$ cat src/design/ilst_pkg.sv
package ilst_pkg;

    localparam int CAPACITY_DEF = 64;
    localparam int POS_W        = 6;
    localparam int IDX_W        = 10;
    localparam int VAL_W        = 32;

    localparam logic [2:0] MODE_APPEND  = 3'd0;
    localparam logic [2:0] MODE_PREPEND = 3'd1;
    localparam logic [2:0] MODE_INSERT  = 3'd2;
    localparam logic [2:0] MODE_ERASE   = 3'd3;
    localparam logic [2:0] MODE_READ    = 3'd4;
    localparam logic [2:0] MODE_SWAP    = 3'd5;

    localparam logic [1:0] STAT_OK    = 2'd0;
    localparam logic [1:0] STAT_RANGE = 2'd1;
    localparam logic [1:0] STAT_FULL  = 2'd2;

    typedef enum logic [1:0] {
        ST_IDLE,
        ST_EXEC,
        ST_SWAP
    } state_t;

    typedef enum logic [1:0] {
        CELL_HOLD,
        CELL_INSERT,
        CELL_ERASE,
        CELL_SWAP
    } cell_op_t;

    typedef struct packed {
        cell_op_t                op;
        logic [IDX_W-1:0]        pos;
        logic [IDX_W-1:0]        pos2;
        logic signed [VAL_W-1:0] wdata;
        logic signed [VAL_W-1:0] wdata2;
    } cell_ctl_t;

    typedef struct packed {
        logic [2:0]              mode;
        logic [POS_W-1:0]        position;
        logic [POS_W-1:0]        other_position;
        logic signed [VAL_W-1:0] value;
    } req_t;

    typedef struct packed {
        logic signed [VAL_W-1:0] read_value;
        logic [1:0]              status;
        logic [6:0]              count;
    } rsp_t;

endpackage

$ cat src/design/ilst_cell.sv
module ilst_cell
    import ilst_pkg::*;
#(
    parameter int INDEX = 0
)
(
    input  logic                    clk,
    input  cell_ctl_t               ctl,
    input  logic signed [VAL_W-1:0] prev_val,
    input  logic signed [VAL_W-1:0] next_val,
    output logic signed [VAL_W-1:0] val,
    output logic signed [VAL_W-1:0] rd_a,
    output logic signed [VAL_W-1:0] rd_b
);

    localparam logic [IDX_W-1:0] MY_IDX = IDX_W'(INDEX);

    logic signed [VAL_W-1:0] val_reg;
    logic signed [VAL_W-1:0] val_next;

    always_comb
    begin
        val_next = val_reg;
        case (ctl.op)
            CELL_INSERT:
            begin
                if (MY_IDX == ctl.pos)
                    val_next = ctl.wdata;
                else if (MY_IDX > ctl.pos)
                    val_next = prev_val;
            end
            CELL_ERASE:
            begin
                if (MY_IDX >= ctl.pos)
                    val_next = next_val;
            end
            CELL_SWAP:
            begin
                if (MY_IDX == ctl.pos)
                    val_next = ctl.wdata;
                else if (MY_IDX == ctl.pos2)
                    val_next = ctl.wdata2;
            end
            default:
            begin
                val_next = val_reg;
            end
        endcase
    end

    always_ff @(posedge clk)
    begin
        val_reg <= val_next;
    end

    assign val  = val_reg;
    assign rd_a = (MY_IDX == ctl.pos)  ? val_reg : '0;
    assign rd_b = (MY_IDX == ctl.pos2) ? val_reg : '0;

endmodule

$ cat config.mk
export PLATFORM = sky130hd
export DESIGN_NAME = ilst_cell
export DESIGN_NICKNAME = d
export VERILOG_FILES = /design/src/design/ilst_pkg.sv /design/src/design/ilst_cell.sv
export SDC_FILE = /design/constraint.sdc
export NUM_CORES = 1
export LEC_CHECK = 0
export BUFFER_PORTS_ARGS = -buffer_cell sky130_fd_sc_hd__buf_4
export CORE_ASPECT_RATIO = 0.75
export CORE_MARGIN = 3
export CORE_UTILIZATION = 30
export CTS_CLUSTER_DIAMETER = 40
export DETAILED_ROUTE_END_ITERATION = 8
export PLACE_DENSITY = 0.7
export RECOVER_POWER = 50
export SETUP_SLACK_MARGIN = 0.05
export SLEW_MARGIN = 30
export SYNTH_ARGS = -nofsm -noshare
export SYNTH_HDL_FRONTEND = slang
export SYNTH_SLANG_ARGS = --single-unit
$ cat constraint.sdc
create_clock -name clk -period 3.6 [get_ports clk]
set_input_delay 0.72 -clock clk [delete_from_list [all_inputs] [get_ports clk]]
set_output_delay 0.72 -clock clk [all_outputs]
set_load 0.03 [all_outputs]
==> results of run 1 <==
[placed cells by master (no fill, tap or decap)]
cell type / instances
nor2_1: 1
and2_2: 1
inv_1: 3
nand2_1: 32
edfxtp_1: 32
or4_4: 1
nor4_1: 1
or4_1: 1
a22oi_1: 32
o211ai_1: 32
nand3_2: 1
and2_1: 32
a41oi_1: 32
clkbuf_1: 46
clkbuf_16: 5
nor4_4: 2
clkbuf_2: 1
and3_1: 32
ha_2: 1
ha_1: 2
a22oi_2: 1
o21ai_0: 1
buf_4: 217
mux2i_1: 32
or2_1: 1
clkinv_2: 1
a21oi_1: 32
nor2_2: 2
[worst max-delay path, cell delays in order]
cell      delay (ns)
buf_4           0.11
nor4_1          0.64
and2_2          0.27
buf_4           0.21
and3_1          0.20
clkbuf_1        0.32
[power groups by stage]
stage	sequential, mW	clock, mW	combinational, mW
after floorplan	0.604	0	0.129
after global placement	0.530	0	0.480
after detailed placement	0.530	0	0.488
after CTS	0.524	0.402	0.488
after global routing	0.528	0.415	0.477
final	0.522	0.392	0.448
[layout make-up]
type / instances / area share (%)
Sequential cell: 32 / 19.2
Timing Repair Buffer: 263 / 36.1
Multi-Input combinational cell: 272 / 38.5
Inverter: 3 / 0.225
Clock buffer: 6 / 2.58
Clock inverter: 1 / 0.100
Tap cell: 132 / 3.30
[routing by layer]
metal / GRT usage, % / vias up / part of all wire [%]
met5: 0 / - / 0
met4: 5.22 / 0 / 0.82
met3: 5.18 / 14 / 11
met2: 39.2 / 248 / 49
met1: 28.5 / 1842 / 39
li1: - / 1834 / -
[kinds of logic after synthesis]
kind of cell | share of synthesized area, %
muxes | 10.4
DFF | 31.2
adders and majority gates | 1.22
and+or+nand+nor | 20.4
AOI/OAI and AO/OA | 30.3
buffers and inverters | 6.35
[per-stage QoR]
step                power [mW]  std cells  setup WS (ns)  utilization [%]
finish                    1.36        709          0.423             51.0
global route              1.42        709          0.371             51.0
floorplan                0.734        351          0.540                -
CTS                       1.41        709          0.616             52.9
global placement          1.01        702          0.617             51.5
detailed placement        1.02        702          0.608             51.5
[how the worst max path moves through the flow]
stage / startpoint / endpoint / slack [ns]
detailed placement: ctl[69] / val[12]$_DFFE_PP_ / 0.61
CTS: ctl[69] / rd_b[20] / 0.62
global placement: ctl[69] / val[7]$_DFFE_PP_ / 0.62
global route: ctl[80] / rd_a[5] / 0.37
floorplan: ctl[69] / val[0]$_DFFE_PP_ / 0.54
finish: ctl[80] / rd_a[18] / 0.42
==> flow_metrics.py, run 1 <==
metrics = {
    "yosys": {
        "synth-main-ff-cell": "edfxtp_1",
        "ys.warnings.count": 0,
        "syn_area_per_cell_sq_um": 8.76,
        "yosysTopAreaCell": "edfxtp_1",
        "netlist_area_sq_um": 3080,
        "ys_seq_area_share_pct": 31.2,
        "ys_ff_latch": 32,
        "synth.distinct_cells": 24,
        "yosys-top-cells-area": "edfxtp_1 31%, mux2i_1 10%, a41oi_1 9.1%",
        "synth_async_sr_flop_share_pct": 0,
        "synth_cells": 351,
        "netlist_top_cells_count": "33 x a22oi_1, 33 x and2_1",
        "syn_nets": 505,
        "synth_top_area_share_pct": 31.2,
        "synth-edff-count": 32,
    },
    "cts": {
        "clk_pin_slew_worst_paths_ns": 0.05,
        "cts_sinks": 32,
        "clock-root-buffer": "clkbuf_16",
        "post_cts.repair.setup_buffers": 0,
        "numCtsBuffers": 5,
        "clock_path_buffers": 2,
        "hold_buffers": 0,
        "htree_num_levels": 2,
        "cts_tree": "done",
        "cts_resized": 0,
    },
    "route": {
        "drt_wl_total_microns": 14000,
        "avgViaCountPerCell": 5.55,
        "route.vias.total": 3938,
        "drtPass1Iterations": 5,
        "drc": 0,
        "drt_iter0_drc": 215,
        "final_antenna_net_count": 0,
        "wl_per_cell_microns": 19.8,
    },
    "power": {
        "p_sw_share_pct": 33.2,
        "internal_power_mw": 0.910,
        "ir_drop_mv": 0.135,
        "clockPowerShare_pct": 28.8,
        "p_comb_share_pct": 32.9,
        "p_seq_share_pct": 38.3,
        "switchingPower_mw": 0.451,
        "power_density_nw_per_um2": 272,
        "leakage_nw": 2.42,
    },
    "sta": {
        "setup_violations": 0,
        "fin_crit_sh_pct": 88.3,
        "hold_violations": 0,
        "max_slew.worst_pin.slew_ns": 1.36,
        "fmax_mhz": 315,
        "min_period_ns": 3.18,
        "hold_slack_ns": 0.793,
        "relSlewSlack_pct": 9.61,
        "grt_setup_unrepaired": "false",
        "slew_viol_final": 0,
        "finalSetupTns_ns": 0,
    },
    "placement": {
        "gp_congestion": 0.862,
        "dpl.hpwl_microns": 10500,
        "place_area_sq_um": 5050,
        "io_buffers": 246,
    },
    "worst_setup_path": {
        "worstPathMaxFanout": 17,
        "cp-end-kind": "primary output",
        "start_kind": "input port",
        "worst_ep_required_time_ns": 2.88,
        "critical_path_class": "input port to primary output",
        "cp.arrival_ns": 2.46,
    },
    "layout": {
        "area_growth_pct": 62.6,
        "nFillCells": 978,
        "final_layout_size_suffix_gt1_share_pct": 40.4,
        "multi_input_area_sq_um": 1930,
        "antenna_cells": 0,
        "largest_reg_flops": 32,
        "nets": 731,
        "regArea_sq_um": 961,
        "design_area_sq_um": 5000,
    },
    "floorplan": {
        "coreArea_sq_um": 9810,
        "initial_core_util_pct": 31.3,
        "core.rowCount": 31,
        "ios": 247,
        "die_w_microns": 123,
        "dieArea_sq_um": 11500,
        "fp.dieH_microns": 93.7,
    },
    "global_route": {
        "grt_overflow": 0,
        "grt_max_degree": 43,
        "grt_usage_pct": 22.6,
        "grt_antenna_before_repair": 0,
        "grt_first_pass_wirelength_microns": 20300,
        "grt_pass1_vias": 3871,
    },
    "job": {
        "cap_violations": 0,
    },
    "min_path": {
        "hold_start": "ctl[28]",
        "min_path_cells": 3,
        "hold_path_end": "val[28]$_DFFE_PP_",
        "hold_path.class": "input port to flop",
    },
    "status": {
        "status": "finished, final reports clean",
    },
}
Power figures use the tool's default switching activity.
==> run 2: changes to the inputs <==
Settings changed: ABC_AREA set to 0, PLACE_DENSITY 0.7 to unset, PLACE_DENSITY_LB_ADDON set to 0.15.
==> flow_metrics.py, run 2 (synthesized netlist as in run 1, its figures left out) <==
metrics = {
    "power": {
        "power_mw": 1.37,
        "power_density_nw_per_um2": 271,
        "leakage_nw": 2.47,
        "ir_drop_mv": 0.169,
    },
    "floorplan": {
        "core.rowCount": 31,
        "ios": 247,
        "die_w_microns": 123,
        "dieArea_sq_um": 11500,
        "coreArea_sq_um": 9810,
        "initial_core_util_pct": 31.3,
        "fp.dieH_microns": 93.7,
    },
    "cts": {
        "post_cts.repair.setup_buffers": 0,
        "numCtsBuffers": 5,
        "clock_path_buffers": 2,
        "clk_pin_slew_worst_paths_ns": 0.05,
        "hold_buffers": 0,
        "cts_tree": "done",
        "cts_sinks": 32,
        "htree_num_levels": 2,
        "clock-root-buffer": "clkbuf_16",
        "cts_resized": 0,
    },
    "placement": {
        "gp_congestion": 0.850,
        "place_area_sq_um": 5070,
        "dpl.hpwl_microns": 10300,
        "dp_slack_ns": 0.565,
        "io_buffers": 246,
    },
    "sta": {
        "hold_violations": 0,
        "max_slew.worst_pin.slew_ns": 1.08,
        "slew_viol_final": 0,
        "setup_violations": 0,
        "fmax_mhz": 318,
        "relSlewSlack_pct": 27.7,
        "fin_ws_ns": 0.456,
        "fin_crit_sh_pct": 87.3,
        "finalSetupTns_ns": 0,
        "grt_setup_unrepaired": "false",
        "min_period_ns": 3.14,
    },
    "route": {
        "drtPass1Iterations": 5,
        "drc": 0,
        "final_antenna_net_count": 0,
        "avgViaCountPerCell": 5.55,
        "drt_wl_total_microns": 13900,
        "drt_iter0_drc": 281,
        "route.vias.total": 3929,
        "wl_per_cell_microns": 19.6,
    },
    "layout": {
        "nets": 730,
        "layout_common_cells": "224 x buf_4, 35 x clkbuf_1, 33 x a22oi_1",
        "multi_input_area_sq_um": 1920,
        "area_growth_pct": 64.2,
        "final_layout_size_suffix_gt1_share_pct": 42.0,
        "regArea_sq_um": 961,
        "design_area_sq_um": 5050,
        "final_common_cell": "buf_4",
        "largest_reg_flops": 32,
        "antenna_cells": 0,
        "nFillCells": 988,
        "final_util_pct": 51.5,
    },
    "global_route": {
        "grt_antenna_before_repair": 1,
        "grt_usage_pct": 22.8,
        "grt_max_degree": 52,
        "grt_pass1_vias": 3915,
        "grt_first_pass_wirelength_microns": 20600,
        "grt_overflow": 0,
    },
    "worst_setup_path": {
        "worst_ep_required_time_ns": 3.57,
        "critical_path_class": "input port to flop",
        "start_kind": "input port",
        "cp-end-kind": "flop",
        "cp.arrival_ns": 3.11,
        "worstPathMaxFanout": 43,
    },
    "status": {
        "status": "finished, final reports clean",
    },
    "min_path": {
        "hold_path.class": "input port to flop",
        "min_path_cells": 3,
    },
    "job": {
        "cap_violations": 0,
    },
}
==> run 2: changes by cell type in the layout (fill, tap and decap cells not counted) <==
cell,before,now
a22oi_1,32,33
a22oi_2,1,0
buf_12,0,2
buf_4,217,224
clkbuf_1,46,35
clkbuf_4,0,1
or2_1,1,0
or2_2,0,1
or4_1,1,2
or4_4,1,0
==> run 2: critical path, stage by stage <==
cell and delay (ns):
clkbuf_1 0.14, ha_2 0.49, clkbuf_2 0.72, or2_2 0.72, o211ai_1 0.26
==> run 2: where the power goes <==
group          internal, mW  switching, mW
logic                 0.186          0.264
registers             0.476         0.0418
clock network         0.251          0.148
total                 0.913          0.453
==> run 2: layer usage <==
metal	routed length (microns)	track usage, %	vias to the layer above
met1	5560	30.3	1843
met5	0	0	-
li1	-	-	1830
met2	6630	37.9	250
met3	1570	5.00	6
met4	102	5.03	0
==> run 2: stage by stage <==
stage          std cells  hold slack (ns)
2_1_floorplan        351            0.947
3_3_place_gp         701             1.06
3_5_place_dp         701             1.07
4_1_cts              708            0.785
5_1_grt              708            0.796
6_report             708            0.792
==> run 2: path summary, 6_finish.rpt <==
kind                            end  slack, ns     from
setup / recovery   val[2]$_DFFE_PP_       0.46  ctl[84]
hold / removal    val[22]$_DFFE_PP_       0.79  ctl[22]
==> run 2: cell type report <==
type | count | share of cell area [%]
repair buffers | 262 | 36.9
clock buffers | 6 | 2.55
clock inverters | 1 | 0.0991
multi-input cells | 272 | 38.0
well taps | 132 | 3.27
flip-flops and latches | 32 | 19.0
inverters | 3 | 0.223
==> run 3: changes to the inputs <==
Settings changed: CORE_MARGIN 3 to 1.5, CORE_UTILIZATION 30 to 36.
==> flow_metrics.py, run 3 (synthesized netlist as in run 1, its figures left out) <==
metrics = {
    "cts": {
        "cts_tree": "done",
        "clock_path_buffers": 2,
        "hold_buffers": 0,
        "clock-root-buffer": "clkbuf_16",
        "cts_resized": 0,
        "cts_sinks": 32,
        "clk_pin_slew_worst_paths_ns": 0.05,
        "post_cts.repair.setup_buffers": 0,
        "numCtsBuffers": 5,
        "htree_num_levels": 2,
    },
    "sta": {
        "min_period_ns": 3.21,
        "setup_violations": 0,
        "grt_setup_unrepaired": "false",
        "finalSetupTns_ns": 0,
        "hold_slack_ns": 0.795,
        "fin_crit_sh_pct": 89.3,
        "relSlewSlack_pct": 15.7,
        "max_slew.worst_pin.slew_ns": 1.26,
        "fmax_mhz": 311,
        "hold_violations": 0,
        "slew_viol_final": 0,
    },
    "route": {
        "wl_per_cell_microns": 18.9,
        "drc": 0,
        "avgViaCountPerCell": 5.76,
        "route.vias.total": 3916,
        "final_antenna_net_count": 0,
        "drtPass1Iterations": 5,
        "drt_iter0_drc": 291,
        "drt_wl_total_microns": 12900,
    },
    "worst_setup_path": {
        "max_stage_delay_ns": 1.05,
        "start_kind": "input port",
        "crit_path_top_delay_cell": "or2_1",
        "cp.arrival_ns": 3.15,
        "cp_cell_sequence": "clkbuf_1 -> inv_1 -> ha_1 -> clkbuf_2 -> or2_1 -> o211ai_1",
        "critical_path_class": "input port to flop",
        "crit_family": "simple AND/OR/NAND/NOR gates",
        "worstPathMaxFanout": 34,
        "critPathBufInv": 3,
        "cp-end-kind": "flop",
        "worst_ep_required_time_ns": 3.54,
    },
    "global_route": {
        "grt_max_degree": 67,
        "grt_overflow": 0,
        "grt_antenna_before_repair": 1,
        "grt_usage_pct": 27.2,
        "grt_pass1_vias": 3893,
        "grt_first_pass_wirelength_microns": 19500,
    },
    "job": {
        "cap_violations": 0,
    },
    "floorplan": {
        "core.rowCount": 28,
        "die_w_microns": 110,
        "dieArea_sq_um": 9110,
        "initial_core_util_pct": 38.0,
        "fp.dieH_microns": 83.0,
        "ios": 247,
        "coreArea_sq_um": 8090,
    },
    "power": {
        "power_density_nw_per_um2": 284,
        "p_seq_share_pct": 36.1,
        "internal_power_mw": 0.984,
        "p_comb_share_pct": 31.1,
        "p_sw_share_pct": 31.3,
        "ir_drop_mv": 0.195,
        "leakage_nw": 2.46,
        "switchingPower_mw": 0.449,
        "clockPowerShare_pct": 32.9,
    },
    "layout": {
        "final_layout_size_suffix_gt1_share_pct": 41.4,
        "largest_reg_flops": 32,
        "nFillCells": 756,
        "final_common_cell": "buf_4",
        "nets": 728,
        "area_growth_pct": 63.8,
        "layout_common_cells": "220 x buf_4, 38 x clkbuf_1, 33 x a22oi_1",
        "multi_input_area_sq_um": 1940,
        "antenna_cells": 0,
        "regArea_sq_um": 961,
    },
    "min_path": {
        "hold_path.class": "input port to flop",
        "hold_start": "ctl[29]",
        "min_path_cells": 3,
        "hold_path_end": "val[29]$_DFFE_PP_",
    },
    "placement": {
        "dpl.hpwl_microns": 9240,
        "gp_congestion": 0.911,
        "io_buffers": 246,
    },
    "status": {
        "status": "finished, final reports clean",
    },
}
[run 3: worst max-delay path by stage]
stage          startpoint               end  slack [ns]  cells after the start
2_1_floorplan     ctl[69]  val[0]$_DFFE_PP_        0.54                      4
3_3_place_gp      ctl[69]          rd_b[15]        0.63                      6
3_5_place_dp      ctl[69]          rd_b[22]        0.59                      6
4_1_cts           ctl[69]          rd_b[22]        0.58                      6
5_1_grt           ctl[84]  val[2]$_DFFE_PP_        0.27                      6
6_report          ctl[84]  val[7]$_DFFE_PP_        0.39                      6
[run 3: final cells by class]
class	instances	area share [%]
sequential	32	19.1
clock buffer	6	2.56
tap	105	2.61
multi-input combinational	272	38.4
timing repair buffer	260	36.4
inverter	3	0.223
clock inverter	2	0.695
[run 3: routing by layer]
metal  GRT usage (%)  wire [microns]  part of all wire (%)
met5               0               0                     0
met2            45.3            6180                    48
met3            5.89            1150                   8.9
met4            8.50             228                   1.8
met1            34.6            5310                    41
[run 3: through the flow]
step	cells	power (mW)	utilization (%)	instance area (sq um)	setup slack, ns
4_1_cts	680	1.48	64.1	5190	0.584
3_5_place_dp	672	1.01	62.1	5020	0.594
3_3_place_gp	672	1.00	62.1	5020	0.627
2_1_floorplan	351	0.734	-	3080	0.540
5_1_grt	680	1.49	62.3	5040	0.268
6_report	680	1.43	62.3	5040	0.386
[run 3: tightest hold or removal path, stage by stage]
cell	delay, ns
buf_4	0.09
a22oi_1	0.06
o211ai_1	0.09
[run 3: power groups by stage]
stage	logic [mW]	registers [mW]	clock network [mW]
2_1_floorplan	0.129	0.604	0
3_3_place_gp	0.476	0.524	0
3_5_place_dp	0.485	0.524	0
4_1_cts	0.485	0.518	0.479
5_1_grt	0.475	0.524	0.495
6_report	0.445	0.517	0.471
